===== src/rtl/core/pvp_pkg.sv =====
// shared types, constants and the matrix entry helper for the vertex projection block
// no dependencies

package pvp_pkg;

  localparam int SCREEN_SIZE = 1000;
  localparam int NUM_REGS    = 8;
  localparam int IDX_W       = 8;
  localparam int REG_W       = 64;
  localparam int COORD_W     = 32;
  localparam int PROD_W      = 2 * COORD_W;
  localparam int FRAC_W      = 16;
  localparam int SUM_W       = PROD_W - FRAC_W + 2;
  localparam int VW_W        = SUM_W + 1;
  localparam int SS_W        = $clog2(SCREEN_SIZE + 1) + 1;
  localparam int NUM_W       = VW_W + SS_W;
  localparam int DEN_W       = SUM_W + 1;
  localparam int Q_W         = 17;
  localparam int CMP_W       = (DEN_W + Q_W > NUM_W ? DEN_W + Q_W : NUM_W) + 1;
  localparam int PIX_W       = 16;
  localparam int DIV_STAGES  = Q_W + 1;
  localparam int BACK_LAT    = DIV_STAGES + 2;
  localparam int FIFO_DEPTH  = 32;
  localparam int PTR_W       = $clog2(FIFO_DEPTH);
  localparam int CNT_W       = $clog2(FIFO_DEPTH + 1);
  localparam int OUT_W       = 2 * PIX_W + 1;

  localparam logic [REG_W-1:0] ONE_LO = REG_W'(64'h1_0000);
  localparam logic [REG_W-1:0] ONE_HI = REG_W'(64'h1_0000) << COORD_W;

  typedef logic [NUM_REGS-1:0][REG_W-1:0] mat_t;

  localparam mat_t MAT_RESET = {ONE_HI, {REG_W{1'b0}}, ONE_LO, {REG_W{1'b0}},
                                {REG_W{1'b0}}, ONE_HI, {REG_W{1'b0}}, ONE_LO};

  typedef struct packed {
    logic                    vld;
    logic signed [SUM_W-1:0] hx;
    logic signed [SUM_W-1:0] hy;
    logic signed [SUM_W-1:0] hw;
  } xf_t;

  typedef struct packed {
    logic [NUM_W-1:0] num;
    logic [DEN_W-1:0] den;
    logic             neg;
  } div_in_t;

  function automatic logic [COORD_W-1:0] mat_entry(mat_t m, int row, int col);
    logic [REG_W-1:0] r;
    r = m[row * 2 + col / 2];
    return (col % 2 == 1) ? r[REG_W-1:COORD_W] : r[COORD_W-1:0];
  endfunction

endpackage


===== src/rtl/core/pvp_fifo.sv =====
// result queue between the back part and the output port
// depends on pvp_pkg

module pvp_fifo import pvp_pkg::*; (
  input  logic             clk,
  input  logic             rst_n,
  input  logic             push,
  input  logic [OUT_W-1:0] wdata,
  input  logic             pop,
  output logic             empty,
  output logic [OUT_W-1:0] rdata
);

  logic [OUT_W-1:0] mem_r [FIFO_DEPTH];
  logic [PTR_W-1:0] wr_ptr_r, rd_ptr_r;
  logic [CNT_W-1:0] cnt_r, cnt_nxt;
  logic             do_pop;

  assign empty  = (cnt_r == '0);
  assign do_pop = pop && !empty;
  assign rdata  = mem_r[rd_ptr_r];

  always_comb begin
    cnt_nxt = cnt_r;
    if (push && !do_pop) cnt_nxt = cnt_r + CNT_W'(1);
    else if (!push && do_pop) cnt_nxt = cnt_r - CNT_W'(1);
  end

  always_ff @(posedge clk) begin
    if (!rst_n) begin
      wr_ptr_r <= '0;
      rd_ptr_r <= '0;
      cnt_r    <= '0;
    end else begin
      if (push) wr_ptr_r <= wr_ptr_r + PTR_W'(1);
      if (do_pop) rd_ptr_r <= rd_ptr_r + PTR_W'(1);
      cnt_r <= cnt_nxt;
    end
    if (push) mem_r[wr_ptr_r] <= wdata;
  end

endmodule

===== config.mk =====
export PLATFORM = sky130hd
export DESIGN_NAME = pvp_fifo
export DESIGN_NICKNAME = d
export VERILOG_FILES = /design/src/rtl/core/pvp_pkg.sv /design/src/rtl/core/pvp_fifo.sv
export SDC_FILE = /design/constraint.sdc
export NUM_CORES = 1
export LEC_CHECK = 0
export BUFFER_PORTS_ARGS = -buffer_cell sky130_fd_sc_hd__buf_2
export CORE_ASPECT_RATIO = 1.25
export CORE_MARGIN = 2
export CORE_UTILIZATION = 62
export DETAILED_ROUTE_END_ITERATION = 12
export HOLD_SLACK_MARGIN = 0.05
export PLACE_DENSITY = 0.88
export REMOVE_ABC_BUFFERS = 1
export SKIP_LAST_GASP = 1
export SYNTH_ARGS = -nofsm -noshare
export SYNTH_HDL_FRONTEND = slang
export SYNTH_SLANG_ARGS = --single-unit

===== constraint.sdc =====
create_clock -name clk -period 5.88 [get_ports clk]
set_input_delay 0 -clock clk [delete_from_list [all_inputs] [get_ports clk]]
set_output_delay 0 -clock clk [all_outputs]
set_load 0.02 [all_outputs]

* Word level (Yosys, flattened, before mapping)
Memories as Yosys holds them, arrays and structs flattened. A register that Yosys moved wholly into a read port is not among the register bits.
Cells that the tools add are included.
W data, S select, Z words.
** Storage, ports and cells
- Output and inout bits :: 34
- Memories kept :: 1
- ROM bits :: 0
- Word-level logic and storage cells :: 22
- Register bits after elaboration :: 16
- RAM bits :: 1056
- Input port bits :: 37
- Bits in latches :: 0
** Memories
- mem_r :: depth 32, bits a word 33, rd ports 1, clocked after Yosys merged registers in 1, write ports 1, line pvp_fifo.sv:14 : logic [OUT_W-1:0] mem_r [FIFO_DEPTH];
** Operators by class
- Equal/unequal tests :: 0
- Shift operators :: 0
- $lt $le $gt $ge :: 0
- $add $sub $neg :: 4
- Mux-type cells :: 6
- $mul :: 0
- Divide/modulo/power cells :: 0
- Bitwise logic cells :: 0
- Reduce and logical (&&, ||, !) cells :: 8
** Operator list (number)
- $mux W6 :: 2
- $add A5 B1 Y5 const B :: 2
- $mux W5 :: 2
- $add A6 B1 Y6 const B :: 1
- $logic_not A6 Y1 :: 1
- $sub A6 B1 Y6 const B :: 1
- $logic_and A1 B1 Y1 :: 3
- $logic_not A1 Y1 :: 3
- $mux W1 :: 2
- $reduce_bool A2 Y1 :: 1

* Longest topological paths before layout
- Depth after elaboration :: 6
- Gate-level depth with buffers :: 9

* Worst setup path before layout
OpenSTA, ideal clock, no wires.
- Path kind :: flip-flop to flip-flop
- From :: register wr_ptr_r[2]
- To :: memory mem_r[4][0] (netlist bit), enable pin
- Path buffers :: 1
- Library setup time :: 0.423 ns
- Data required time :: 5.457 ns
- Clock period less this slack :: 2.879 ns
- Slack :: 3.001 ns
- Arrival :: 2.456 ns
- Cell stages (with the launch flop) :: 4
- Path through :: dfxtp_1 -> clkbuf_1 -> or3b_2 -> nor2_1
** RTL lines
- start, declared :: line pvp_fifo.sv:15 : logic [PTR_W-1:0] wr_ptr_r, rd_ptr_r;
- start signal, assigned :: line pvp_fifo.sv:35 : if (push) wr_ptr_r <= wr_ptr_r + PTR_W'(1);
- end, declared :: line pvp_fifo.sv:14
Straight into the memory's write port.

==> run metrics <==
FMAX 0.238 GHz; CP arrival 4200 ps; clock slew at reported path FFs 60 ps; die area 0.0691 mm2; CP Cell Sequence nand2b_2, buf_4, a211oi_1, nor3_1, or4_1, buf_2; fin crit share a little under three quarters; outcome completed; CTS Buffer Depth 3; core area 0.0666 mm2; footprint of the multi-input gates 0.00913 mm2; hold_sp rst_n; worst r2r dst cnt_r[5]$_SDFFE_PN0P_; power density cells roughly 360 mW/mm2; Reg-to-Reg Start cnt_r[0]$_SDFFE_PN0P_; slowest stage delay, CP about 800 ps; clk_lat worst skew between 600 and 700 ps; Setup WS pre-CTS 2530 ps; Mean Syn Cell Area 19.9 um2; max cap viols 0; drt total wl 105 mm; Worst Setup EP rdata[6]; cells on worst reg2reg path 9; post_cts resized 0; std cell rows 106; Post-Place Cells 2951; wire per inst 33.3 um; Num CTS Buffers 92; area grow syn2layout 11.9%; die width 235 um; Leak 0.0144 uW; placed cell areas 0.0431 mm2; fin nets between 2000 and 2500; final core utilization 69.8%; Slowest-stage cell, CP dfxtp_4; Vias/cell roughly 7; ratio of cells with drive above 1 in the final layout 25.7%; Slew headroom 14.1%; final worst slack 1680 ps; Port Buffers 70; largest net degree at the start of global routing 124; final std cells w/o fill 3157; sequential area share after synthesis around 77%; ys async rst share 0%; IO Pins 71; DRC errors left 0; Starting Density 62.4%; HP Class in -> reg; # fillers between 3000 and 4000; Worst path top cell family by delay simple AND/OR/NAND/NOR gates; Die H 293 um; final setup vio count 0; WP data required 5880 ps; CP Class reg -> out; number of synthesis warnings 0; Worst path depth 6; Clock Root Buffer clkbuf_16; CTS tree built; maximum vdd drop approximately 260 uV; Synth Instances 2091; routed via count 22355; Mapped Area 0.0415 mm2; TritonRoute pass-1 iters 6; Final Power 16900 uW; Register Area 0.0321 mm2; Main synth FF type edfxtp_1; RSZ-0062 raised after global routing false; min cycle time layout 4200 ps; Setup Skew ~21 ps; final hold violations 0; vias in the first global route 23118; HPWL after DPL 50.8 mm; r2r setup slk 2780 ps; first-pass GRT wire length 152 mm; number of synthesized flops with an enable pin 1056; #FFs+latches synth 1077; Slew @ Worst Pin 1280 ps; count of final max-slew check failures 0; Routed Antenna Nets 0; GRT overflow 0; CP Capture Type primary output; clock sink total 1077; initial antenna violation count 3; Max FO, Critical Path 36; post-synth cell types 47; Ant. Diodes 0; DRT iter0 DRCs approximately 3700; Final GP Congestion 0.788; CP startpoint kind register; GRT Util Overall 30.5%; post-route cell area 0.0465 mm2; H-tree depth 3; worst path bufs/invs 2
-- cell families after synthesis --
| group | count (synthesis) | share of synthesized area, % |
|---|---|---|
| xor gates and xnor gates | 9 | 0.190 |
| and+or+nand+nor | 253 | 3.44 |
| AOI/OAI and AO/OA | 282 | 4.70 |
| buffers and inverters | 125 | 1.33 |
| muxes | 334 | 12.6 |
| DFF | 1077 | 77.4 |
| adders and majority gates | 11 | 0.349 |
-- per-layer routing --
metal | track usage [%] | routed length, um
met3 | 6.96 | 13200
met4 | 17.3 | 5920
met1 | 37.8 | 33900
met5 | 0 | 38
met2 | 50.1 | 52100
-- metrics by stage --
step / TNS (ps) / hold slack, ps
after detailed placement: 0 / 407
final: 0 / 295
after global routing: 0 / 329
after floorplan: -186350 / 98.9
after CTS: 0 / 281
after global placement: 0 / 398
-- cells in the mapped netlist, types with 2 or more instances --
library cell / count / share of area [%]
edfxtp_1: 1056 / 76
mux2_2: 157 / 4.3
mux4_2: 132 / 7.2
clkbuf_1: 84 / 0.76
nor2b_1: 70 / 1.1
a211oi_1: 68 / 1.2
a22o_1: 66 / 1.4
nor3_1: 66 / 0.80
o22ai_1: 66 / 0.99
o21ai_0: 63 / 0.76
mux2_1: 41 / 1.1
nor2_1: 38 / 0.34
or4_1: 35 / 0.63
dfxtp_1: 21 / 1.0
buf_1: 14 / 0.13
buf_2: 14 / 0.17
nand2_1: 12 / 0.11
and2_1: 10 / 0.15
ha_1: 10 / 0.30
buf_6: 9 / 0.24
xnor2_1: 8 / 0.17
o21ai_1: 5 / 0.060
inv_1: 4 / 0.036
mux2i_1: 4 / 0.096
nand2b_1: 4 / 0.060
nand3b_1: 3 / 0.054
o211ai_1: 3 / 0.054
a21o_1: 2 / 0.036
and3_1: 2 / 0.030
nand3_1: 2 / 0.024
o21a_1: 2 / 0.036
o31ai_1: 2 / 0.036
or2_2: 2 / 0.030
or3_1: 2 / 0.030
or3b_2: 2 / 0.042
-- report_power, final --
| part | total, uW | internal, uW | switching [uW] |
|---|---|---|---|
| clock network | 6160 | 3440 | 2720 |
| registers | 8590 | 8500 | 91.0 |
| logic | 2180 | 862 | 1320 |
| total | 16900 | 12800 | 4130 |
-- flip-flops by register name, summed over array words and instances (netlist names), named ones only --
register  cells
rd_ptr_r      5
cnt_r         6
mem_r      1056
wr_ptr_r      5
-- layout by cell type, fill, tap and decap left out, drive strengths merged, types with 32 or more instances in the layout --
master / count
buf: 117
dlygate4sd3: 36
mux2: 198
clkinv: 32
a211oi: 68
nor2: 38
o22ai: 66
mux4: 132
clkbuf: 118
nor3: 66
o21ai: 68
edfxtp: 1056
or4: 35
nor2b: 70
a22o: 66
-- timing repair --
item	CTS	global route
buffers inserted	0	0
hold buffers	36	0
setup endpoints to repair	0	0
endpoints found under the hold margin	1077	0
-- layout make-up --
cell class,instances,area share (%)
multi-input cells,889,19.6
well taps,864,2.33
clock inverters,52,1.16
repair buffers,153,2.34
inverters,4,0.0323
clock buffers,118,5.34
flip-flops and latches,1077,69.1
-- worst min-delay path by stage --
stage / to / depth (start not counted)
3_5_place_dp: wr_ptr_r[4]$_SDFFE_PN0P_ / 2
3_3_place_gp: wr_ptr_r[4]$_SDFFE_PN0P_ / 2
4_1_cts: wr_ptr_r[4]$_SDFFE_PN0P_ / 3
6_report: wr_ptr_r[4]$_SDFFE_PN0P_ / 3
5_1_grt: wr_ptr_r[4]$_SDFFE_PN0P_ / 3
2_1_floorplan: mem_r[0][0]$_DFFE_PP_ / 0
-- worst register-to-register path: stages (launching register included) --
cell and delay (ps):
dfxtp_1 370, or4_1 600, o21ai_1 400, ha_1 340
inv_1 150, ha_1 380, o21ai_0 130, or3_1 350
o211ai_1 120, mux2i_1 200
(Power assumes the default switching activity.)
